**config.mk**
```make
export PLATFORM = sky130hd
export DESIGN_NAME = multi_stack_shared_pool
export DESIGN_NICKNAME = d
export VERILOG_FILES = /design/src/rtl/msp_pkg.sv /design/src/rtl/msp_ctrl.sv /design/src/rtl/msp_dp.sv /design/src/rtl/multi_stack_shared_pool.sv
export VERILOG_INCLUDE_DIRS = /design/src /design/src/rtl
export SDC_FILE = /design/constraint.sdc
export NUM_CORES = 2
export LEC_CHECK = 0
export BUFFER_PORTS_ARGS = -buffer_cell sky130_fd_sc_hd__buf_2
export CAP_MARGIN = 20
export CORE_ASPECT_RATIO = 0.5
export CORE_MARGIN = 4
export CORE_UTILIZATION = 50
export CTS_CLUSTER_SIZE = 12
export DETAILED_ROUTE_END_ITERATION = 16
export PLACE_DENSITY = 0.68
export REMOVE_ABC_BUFFERS = 1
export SYNTH_ARGS = -nofsm -noshare
export SYNTH_HDL_FRONTEND = slang
export SYNTH_SLANG_ARGS = --single-unit
export TNS_END_PERCENT = 1
```
**constraint.sdc**
```tcl
create_clock -name aclk -period 3.35 [get_ports aclk]
set_input_delay 0.1675 -clock aclk [delete_from_list [all_inputs] [get_ports aclk]]
set_output_delay 0.1675 -clock aclk [all_outputs]
set_load 0.005 [all_outputs]
```
**src/rtl/multi_stack_shared_pool_assert.svh**
```systemverilog
// ============================================================================
// multi_stack_shared_pool_assert.svh
// Assertion macros shared by the shared-pool stack block.
// ============================================================================
`ifndef MULTI_STACK_SHARED_POOL_ASSERT_SVH
`define MULTI_STACK_SHARED_POOL_ASSERT_SVH

// Same-cycle implication, checked at every rising clock edge outside reset.
`define MSP_ASSERT_NOW(label, clk, rstn, ante, cons) \
    label: assert property (@(posedge clk) disable iff (!(rstn)) (ante) |-> (cons)) \
        else $error("msp assertion failed");

// Next-cycle implication, checked at every rising clock edge outside reset.
`define MSP_ASSERT_NEXT(label, clk, rstn, ante, cons) \
    label: assert property (@(posedge clk) disable iff (!(rstn)) (ante) |=> (cons)) \
        else $error("msp assertion failed");

`endif

```
**src/rtl/msp_pkg.sv**
```systemverilog
// ============================================================================
// msp_pkg
// Shared types and constants of the shared-pool stack block.
// ============================================================================
package msp_pkg;

    // Default sizes of the block.
    localparam int NUM_STACKS_DEF = 4;
    localparam int POOL_SLOTS_DEF = 64;
    localparam int DATA_WIDTH_DEF = 32;

    // Operation codes carried by the mode field.
    localparam logic MODE_PUSH = 1'b0;
    localparam logic MODE_POP  = 1'b1;

    // Result status codes.
    typedef enum logic [1:0] {
        STATUS_DONE  = 2'd0,
        STATUS_FULL  = 2'd1,
        STATUS_EMPTY = 2'd2
    } status_t;

    // Controller states.
    typedef enum logic {
        ST_IDLE,
        ST_EXEC
    } state_t;

    // Commands from the controller to the datapath.
    typedef struct packed {
        logic capture;  // take the item and start the pool reads
        logic commit;   // update the lists and load the result register
    } cmd_t;

    // Status from the datapath to the controller.
    typedef struct packed {
        logic out_free; // result register can be loaded this cycle
    } sts_t;

endpackage

```
**src/rtl/msp_ctrl.sv**
```systemverilog
// ============================================================================
// msp_ctrl
// Controller of the shared-pool stack block: sequences read and commit.
// ============================================================================
module msp_ctrl (
    input  logic           aclk,
    input  logic           aresetn,
    input  logic           s_valid,
    output logic           s_ready,
    input  msp_pkg::sts_t  sts,
    output msp_pkg::cmd_t  cmd
);

    msp_pkg::state_t state_reg;
    msp_pkg::state_t state_next;

    // State register.
    always_ff @(posedge aclk) begin
        if (!aresetn) begin
            state_reg <= msp_pkg::ST_IDLE;
        end else begin
            state_reg <= state_next;
        end
    end

    // Next state and commands.
    always_comb begin
        state_next  = state_reg;
        s_ready     = 1'b0;
        cmd.capture = 1'b0;
        cmd.commit  = 1'b0;
        case (state_reg)
            msp_pkg::ST_IDLE: begin
                s_ready = 1'b1;
                if (s_valid) begin
                    cmd.capture = 1'b1;
                    state_next  = msp_pkg::ST_EXEC;
                end
            end
            msp_pkg::ST_EXEC: begin
                // Hold the item until the result register has room.
                if (sts.out_free) begin
                    cmd.commit = 1'b1;
                    state_next = msp_pkg::ST_IDLE;
                end
            end
            default: begin
                state_next = msp_pkg::ST_IDLE;
            end
        endcase
    end

endmodule

```
**src/rtl/msp_dp.sv**
```systemverilog
// ============================================================================
// msp_dp
// Datapath of the shared-pool stack block: pool memories, list heads and
// the result register.
// ============================================================================
module msp_dp #(
    parameter int NUM_STACKS = msp_pkg::NUM_STACKS_DEF,
    parameter int POOL_SLOTS = msp_pkg::POOL_SLOTS_DEF,
    parameter int DATA_WIDTH = msp_pkg::DATA_WIDTH_DEF
) (
    input  logic                aclk,
    input  logic                aresetn,
    input  logic                s_mode,
    input  logic [1:0]          s_stack_select,
    input  logic signed [31:0]  s_push_value,
    output logic                m_valid,
    input  logic                m_ready,
    output logic [1:0]          m_status,
    output logic signed [31:0]  m_pop_value,
    input  msp_pkg::cmd_t       cmd,
    output msp_pkg::sts_t       sts
);

    localparam int IDX_W = $clog2(POOL_SLOTS);
    localparam int CNT_W = $clog2(POOL_SLOTS + 1);
    localparam int SEL_W = (NUM_STACKS > 1) ? $clog2(NUM_STACKS) : 1;

    // Pool memories; a link is {valid, slot index}.
    logic [DATA_WIDTH-1:0] value_mem [POOL_SLOTS];
    logic [IDX_W:0]        link_mem  [POOL_SLOTS];

    // Stack heads and free-list head.
    logic [IDX_W-1:0] head_idx_reg [NUM_STACKS];
    logic             head_vld_reg [NUM_STACKS];
    logic [IDX_W-1:0] free_idx_reg;
    logic             free_vld_reg;

    // Slots below this count have had their link written at least once.
    logic [CNT_W-1:0] fill_reg;

    // Item held between capture and commit.
    logic                  op_mode_reg;
    logic [SEL_W-1:0]      op_sel_reg;
    logic                  op_ok_reg;
    logic [IDX_W-1:0]      op_slot_reg;
    logic [DATA_WIDTH-1:0] op_value_reg;

    // Registered pool read data.
    logic [DATA_WIDTH-1:0] value_rd_reg;
    logic [IDX_W:0]        link_rd_reg;
    logic                  fresh_rd_reg;

    // Result register.
    logic                  m_valid_reg;
    logic [1:0]            m_status_reg;
    logic signed [31:0]    m_pop_value_reg;

    logic                  sel_in_range;
    logic [SEL_W-1:0]      sel_idx;
    logic                  sel_head_vld;
    logic [IDX_W-1:0]      sel_head_idx;
    logic [IDX_W-1:0]      cap_slot;
    logic                  cap_ok;
    logic [IDX_W:0]        init_link;
    logic [IDX_W:0]        next_link;
    logic signed [31:0]    pop_ext;
    msp_pkg::status_t      status_code;

    // Stack selection and the slot that this item addresses.
    assign sel_in_range = int'(s_stack_select) < NUM_STACKS;
    assign sel_idx      = SEL_W'(s_stack_select);
    assign sel_head_vld = sel_in_range ? head_vld_reg[sel_idx] : 1'b0;
    assign sel_head_idx = sel_in_range ? head_idx_reg[sel_idx] : '0;
    assign cap_slot     = (s_mode == msp_pkg::MODE_POP) ? sel_head_idx : free_idx_reg;
    assign cap_ok       = sel_in_range &&
                          ((s_mode == msp_pkg::MODE_POP) ? sel_head_vld : free_vld_reg);

    // Capture the item.
    always_ff @(posedge aclk) begin
        if (cmd.capture) begin
            op_mode_reg  <= s_mode;
            op_sel_reg   <= sel_idx;
            op_ok_reg    <= cap_ok;
            op_slot_reg  <= cap_slot;
            op_value_reg <= DATA_WIDTH'($unsigned(s_push_value));
        end
    end

    // Pool reads, started at capture.
    always_ff @(posedge aclk) begin
        if (cmd.capture) begin
            value_rd_reg <= value_mem[cap_slot];
            link_rd_reg  <= link_mem[cap_slot];
            fresh_rd_reg <= CNT_W'(cap_slot) >= fill_reg;
        end
    end

    // A never-written link is read as its initial value: the next slot.
    assign init_link = {op_slot_reg != IDX_W'(POOL_SLOTS - 1), op_slot_reg + IDX_W'(1)};
    assign next_link = fresh_rd_reg ? init_link : link_rd_reg;

    // Pool writes at commit.
    always_ff @(posedge aclk) begin
        if (cmd.commit && op_ok_reg) begin
            if (op_mode_reg == msp_pkg::MODE_PUSH) begin
                value_mem[op_slot_reg] <= op_value_reg;
                link_mem[op_slot_reg]  <= {head_vld_reg[op_sel_reg], head_idx_reg[op_sel_reg]};
            end else begin
                link_mem[op_slot_reg]  <= {free_vld_reg, free_idx_reg};
            end
        end
    end

    // List heads and fill count.
    always_ff @(posedge aclk) begin
        if (!aresetn) begin
            for (int i = 0; i < NUM_STACKS; i++) begin
                head_vld_reg[i] <= 1'b0;
            end
            free_idx_reg <= '0;
            free_vld_reg <= 1'b1;
            fill_reg     <= '0;
        end else if (cmd.commit && op_ok_reg) begin
            if (op_mode_reg == msp_pkg::MODE_PUSH) begin
                head_idx_reg[op_sel_reg] <= op_slot_reg;
                head_vld_reg[op_sel_reg] <= 1'b1;
                free_idx_reg             <= next_link[IDX_W-1:0];
                free_vld_reg             <= next_link[IDX_W];
                if (CNT_W'(op_slot_reg) == fill_reg) begin
                    fill_reg <= fill_reg + CNT_W'(1);
                end
            end else begin
                head_idx_reg[op_sel_reg] <= next_link[IDX_W-1:0];
                head_vld_reg[op_sel_reg] <= next_link[IDX_W];
                free_idx_reg             <= op_slot_reg;
                free_vld_reg             <= 1'b1;
            end
        end
    end

    // Result fields.
    assign pop_ext = 32'($signed(value_rd_reg));

    always_comb begin
        if (op_ok_reg) begin
            status_code = msp_pkg::STATUS_DONE;
        end else if (op_mode_reg == msp_pkg::MODE_POP) begin
            status_code = msp_pkg::STATUS_EMPTY;
        end else begin
            status_code = msp_pkg::STATUS_FULL;
        end
    end

    // Result register: loaded at commit, freed when the item is taken.
    always_ff @(posedge aclk) begin
        if (!aresetn) begin
            m_valid_reg <= 1'b0;
        end else if (cmd.commit) begin
            m_valid_reg <= 1'b1;
        end else if (m_ready) begin
            m_valid_reg <= 1'b0;
        end
    end

    always_ff @(posedge aclk) begin
        if (cmd.commit) begin
            m_status_reg    <= status_code;
            m_pop_value_reg <= (op_ok_reg && op_mode_reg == msp_pkg::MODE_POP) ? pop_ext : '0;
        end
    end

    assign sts.out_free = !m_valid_reg || m_ready;
    assign m_valid      = m_valid_reg;
    assign m_status     = m_status_reg;
    assign m_pop_value  = m_pop_value_reg;

endmodule

```
**src/rtl/multi_stack_shared_pool.sv**
```systemverilog
// ============================================================================
// multi_stack_shared_pool
// Several LIFO stacks sharing one pool of slots through a linked free list.
// ============================================================================
// Usage:
// Each input item (s_mode, s_stack_select, s_push_value) is a push or a pop
// on one stack and gives exactly one result item (m_status, m_pop_value).
// A push takes the head of the free list and links it on top of the stack;
// it answers full when no slot is free. A pop unlinks the top slot, returns
// it to the free list and gives its value; it answers empty on an empty or
// nonexistent stack. Both channels use valid/ready handshakes.
// The accepting edge reads the slot's link and value from the pool memories;
// the commit edge, which waits while the result register is still full,
// writes the lists back and loads the result register. No new item is
// accepted until the current one has committed.
// A new item is accepted while a finished result waits; if the receiver
// still stalls when the next result is ready, that item waits in the
// commit step and s_ready stays low until the result register frees.
// Reset (aresetn low, synchronous) empties all stacks and links every slot
// into the free list in order at once; no clearing pass is needed.
// ============================================================================
`include "multi_stack_shared_pool_assert.svh"

module multi_stack_shared_pool #(
    parameter int NUM_STACKS = msp_pkg::NUM_STACKS_DEF,
    parameter int POOL_SLOTS = msp_pkg::POOL_SLOTS_DEF,
    parameter int DATA_WIDTH = msp_pkg::DATA_WIDTH_DEF
) (
    input  logic               aclk,
    input  logic               aresetn,
    input  logic               s_valid,
    output logic               s_ready,
    input  logic               s_mode,
    input  logic [1:0]         s_stack_select,
    input  logic signed [31:0] s_push_value,
    output logic               m_valid,
    input  logic               m_ready,
    output logic [1:0]         m_status,
    output logic signed [31:0] m_pop_value
);

    msp_pkg::cmd_t cmd;
    msp_pkg::sts_t sts;

    // Controller.
    msp_ctrl u_ctrl (
        .aclk    (aclk),
        .aresetn (aresetn),
        .s_valid (s_valid),
        .s_ready (s_ready),
        .sts     (sts),
        .cmd     (cmd)
    );

    // Datapath.
    msp_dp #(
        .NUM_STACKS (NUM_STACKS),
        .POOL_SLOTS (POOL_SLOTS),
        .DATA_WIDTH (DATA_WIDTH)
    ) u_dp (
        .aclk           (aclk),
        .aresetn        (aresetn),
        .s_mode         (s_mode),
        .s_stack_select (s_stack_select),
        .s_push_value   (s_push_value),
        .m_valid        (m_valid),
        .m_ready        (m_ready),
        .m_status       (m_status),
        .m_pop_value    (m_pop_value),
        .cmd            (cmd),
        .sts            (sts)
    );

    // An accepted item blocks the input for the following cycle.
    `MSP_ASSERT_NEXT(a_accept_then_busy, aclk, aresetn, s_valid && s_ready, !s_ready)

    // Capture and commit never fall in the same cycle.
    `MSP_ASSERT_NOW(a_capture_commit_apart, aclk, aresetn, cmd.capture, !cmd.commit)

    // A commit always leaves a result on the output.
    `MSP_ASSERT_NEXT(a_commit_gives_result, aclk, aresetn, cmd.commit, m_valid)

    // A commit happens only when the result register has room.
    `MSP_ASSERT_NOW(a_commit_has_room, aclk, aresetn, cmd.commit, !m_valid || m_ready)

endmodule
```
==> impl_metrics.tcl <==
set metrics [dict create \
    status "finished clean" \
    cts_max_level 5 \
    end_kind "register" \
    synthFlopType "edfxtp_1" \
    synth.top_cell.area_share 0.763 \
    dp_hpwl_mm 170 \
    ir_drop_uv 385 \
    ys_seq_area_frac 0.767 \
    drt_iter0_drc 9922 \
    hold_viol_final 0 \
    synth_edf_count 2637 \
    crit_path_start_kind "register" \
    clock_skew_ns 0.0596 \
    path_max_fanout 6 \
    worstSetupStartpoint "u_dp.head_idx_reg[2][1]" \
    pin_count 75 \
    use_met1 0.391 \
    synth_most_common_cell "edfxtp_1" \
    r2r_slack_ns 0.01 \
    path_cells "mux2_4 > a221oi_4 > inv_2 > nor2_4 > buf_4 > nand3_1 > a32oi_1 > a22oi_1 > a211o_1" \
    critPathSlowestCell "a221oi_4" \
    power_mw 69.4 \
    r2r-end "u_dp.pop_ext[11]" \
    largestRegisters "u_dp.value_mem x2048, u_dp.link_mem x448" \
    track_usage 0.270 \
    fin_area_um2 119000 \
    antenna_found_initial 9 \
    postCtsSetupRepairBufs 0 \
    grt_pass1_vias 63200 \
    die_w_um 652 \
    syn_area_per_cell_um2 13.5 \
    largest_register_ffs 2048 \
    worstPathArrival_ns 3.87 \
    drv_cap 0 \
    period_needed_ns 3.34 \
    drive_gt1_frac 0.117 \
    crit_end "u_dp.pop_ext[11]" \
    wl_per_cell_um 27.5 \
    power.leakage_nw 40.1 \
    synth_area_leader_cell "edfxtp_1" \
    critical_path_class "register to register" \
    drc 0 \
    gp_congestion 0.870 \
    crit_required_ns 3.88 \
    fp-row-count 117 \
    rsz0062_at_grt "no" \
    cts-buffers-inserted 266 \
    use_met3 0.0520 \
    synth_common_cells "edfxtp_1 (2637), nand2_1 (2165), nand3_1 (738)" \
    cp_slowest_stage_delay_ns 0.58 \
    fin_nets 8027 \
    grt_max_degree 128 \
    setup-violations-final 0 \
    initial_core_util 0.506 \
    placed_area_um2 111000 \
    die_area_um2 215000 \
    synth.distinct_cells 61 \
    core_area_um2 205000 \
    powerDensity_nw_per_um2 584 \
    yosysWarnings 0 \
    finalMaxSlewViolations 0 \
    max-slew-margin-rel 0.186 \
    overflow 0 \
    die_height_um 330 \
    ant_nets 0 \
    num_vias 67000 \
    top_register "u_dp.value_mem" \
    netlist_area_um2 104000 \
    wl_mm 296 \
    grt.busiest_layer "met2" \
    grtUsageMet2 0.413 \
    root_buffer "clkbuf_16" \
    area_growth_pct 14.5 \
    worstMarginPinSlew_ns 1.22 \
    clk_pin_slew_ns 0.06 \
    r2r_cells 9 \
    insertion_delay_ns 0.83 \
    synth_area_leaders "edfxtp_1 (76%), nand2_1 (7.8%), nand3_1 (3.6%)" \
    portBuffers 74 \
    cts_tree "built" \
    async_reset_ff_frac 0 \
    avgViaCountPerCell 6.23 \
    yosys_register_bits 2658 \
    final.period_utilization 0.997 \
    cts_sinks 2658 \
    clockBufferDepth 4 \
    reg2reg_from "u_dp.head_idx_reg[2][1]" \
    synthCells 7661 \
    fmax_ghz 0.299 \
    grt_pass1_wl_mm 429 \
    hold_class "input pin to register" \
    dr.pass1.iters 8 \
]
how the worst min path moves through the flow:
stage	startpoint	to	slack, ns	depth (start not counted)
2_1_floorplan	aresetn	u_dp.free_vld_reg	0.23	1
3_3_place_gp	s_push_value[15]	u_dp.op_value_reg[15]	0.34	1
3_5_place_dp	s_push_value[23]	u_dp.op_value_reg[23]	0.35	1
4_1_cts	s_push_value[14]	u_dp.op_value_reg[14]	0.003	2
5_1_grt	s_push_value[14]	u_dp.op_value_reg[14]	0.02	2
6_report	s_push_value[15]	u_dp.op_value_reg[15]	0.05	2
area by class of cell:
class	count	area, um^2
inverters	16	72.6
clock inverters	25	262
well taps	2737	3420
fillers	15600	86200
flip-flops and latches	2658	79600
diodes	5	12.5
multi-input cells	4479	22500
repair buffers	559	6000
clock buffers	287	6840
worst max-delay path: cells and delay by family (launching register included):
kind | cells | cell delay (ns)
AO/OA/AOI/OAI | 4 | 1.43
buffers and inverters | 2 | 0.46
flip-flops | 1 | 0.40
multiplexers | 1 | 0.32
AND/OR/NAND/NOR | 2 | 0.46
report_power, final:
part	switching (mW)	internal [mW]	total, mW
registers	0.160	37.0	37.1
logic	4.11	1.77	5.89
clock network	11.9	14.5	26.4
stage by stage:
step                      cells  TNS (ns)  hold slack, ns  setup slack, ns  utilization
after floorplan            7153  -4158.23           0.229           -98.00            -
after global placement    10400   -0.0590           0.343          -0.0590        0.543
after detailed placement  10400    -0.164           0.346          -0.0805        0.543
after CTS                 10800         0         0.00306           0.0207        0.579
after global routing      10800         0          0.0245          0.00760        0.579
final                     10800         0          0.0519           0.0106        0.579
logic make-up after synthesis:
| logic type | after synthesis | synth area share |
|---|---|---|
| simple gates | 3334 | 0.137 |
| flops | 2658 | 0.767 |
| compound gates | 994 | 0.0584 |
| buf+inv | 524 | 0.0215 |
| mux | 130 | 0.0142 |
| xor+xnor | 13 | 0.00110 |
| fa+ha+maj | 8 | 0.000965 |
cell usage in the layout, fill, tap and decap left out, types with 14 or more instances in the layout:
master	count
or4_1	14
and3_1	36
a22oi_1	15
dlygate4sd3_1	44
buf_4	291
mux2i_1	105
edfxtp_1	2637
nor2_4	68
nand4_1	160
nand3_1	738
a211o_1	19
a31oi_1	181
nor2_1	87
clkbuf_1	16
buf_12	150
dfxtp_1	21
buf_2	74
clkbuf_16	271
a32oi_1	83
a21oi_1	577
nand2_1	2157
a221oi_1	73
metal layers:
metal  up-vias  share of wire
li1      28900              -
met1     33500           0.40
met2      4102           0.45
met3       550           0.12
met4         4          0.034
met5         -       0.000091
timing repair:
action | 4_1_cts | 5_1_grt
gates resized for setup | 0 | 1
setup endpoints to repair | 0 | 2
endpoints found under the hold margin | 58 | 0
hold buffers | 44 | 0
Power figures use the tool's default switching activity.
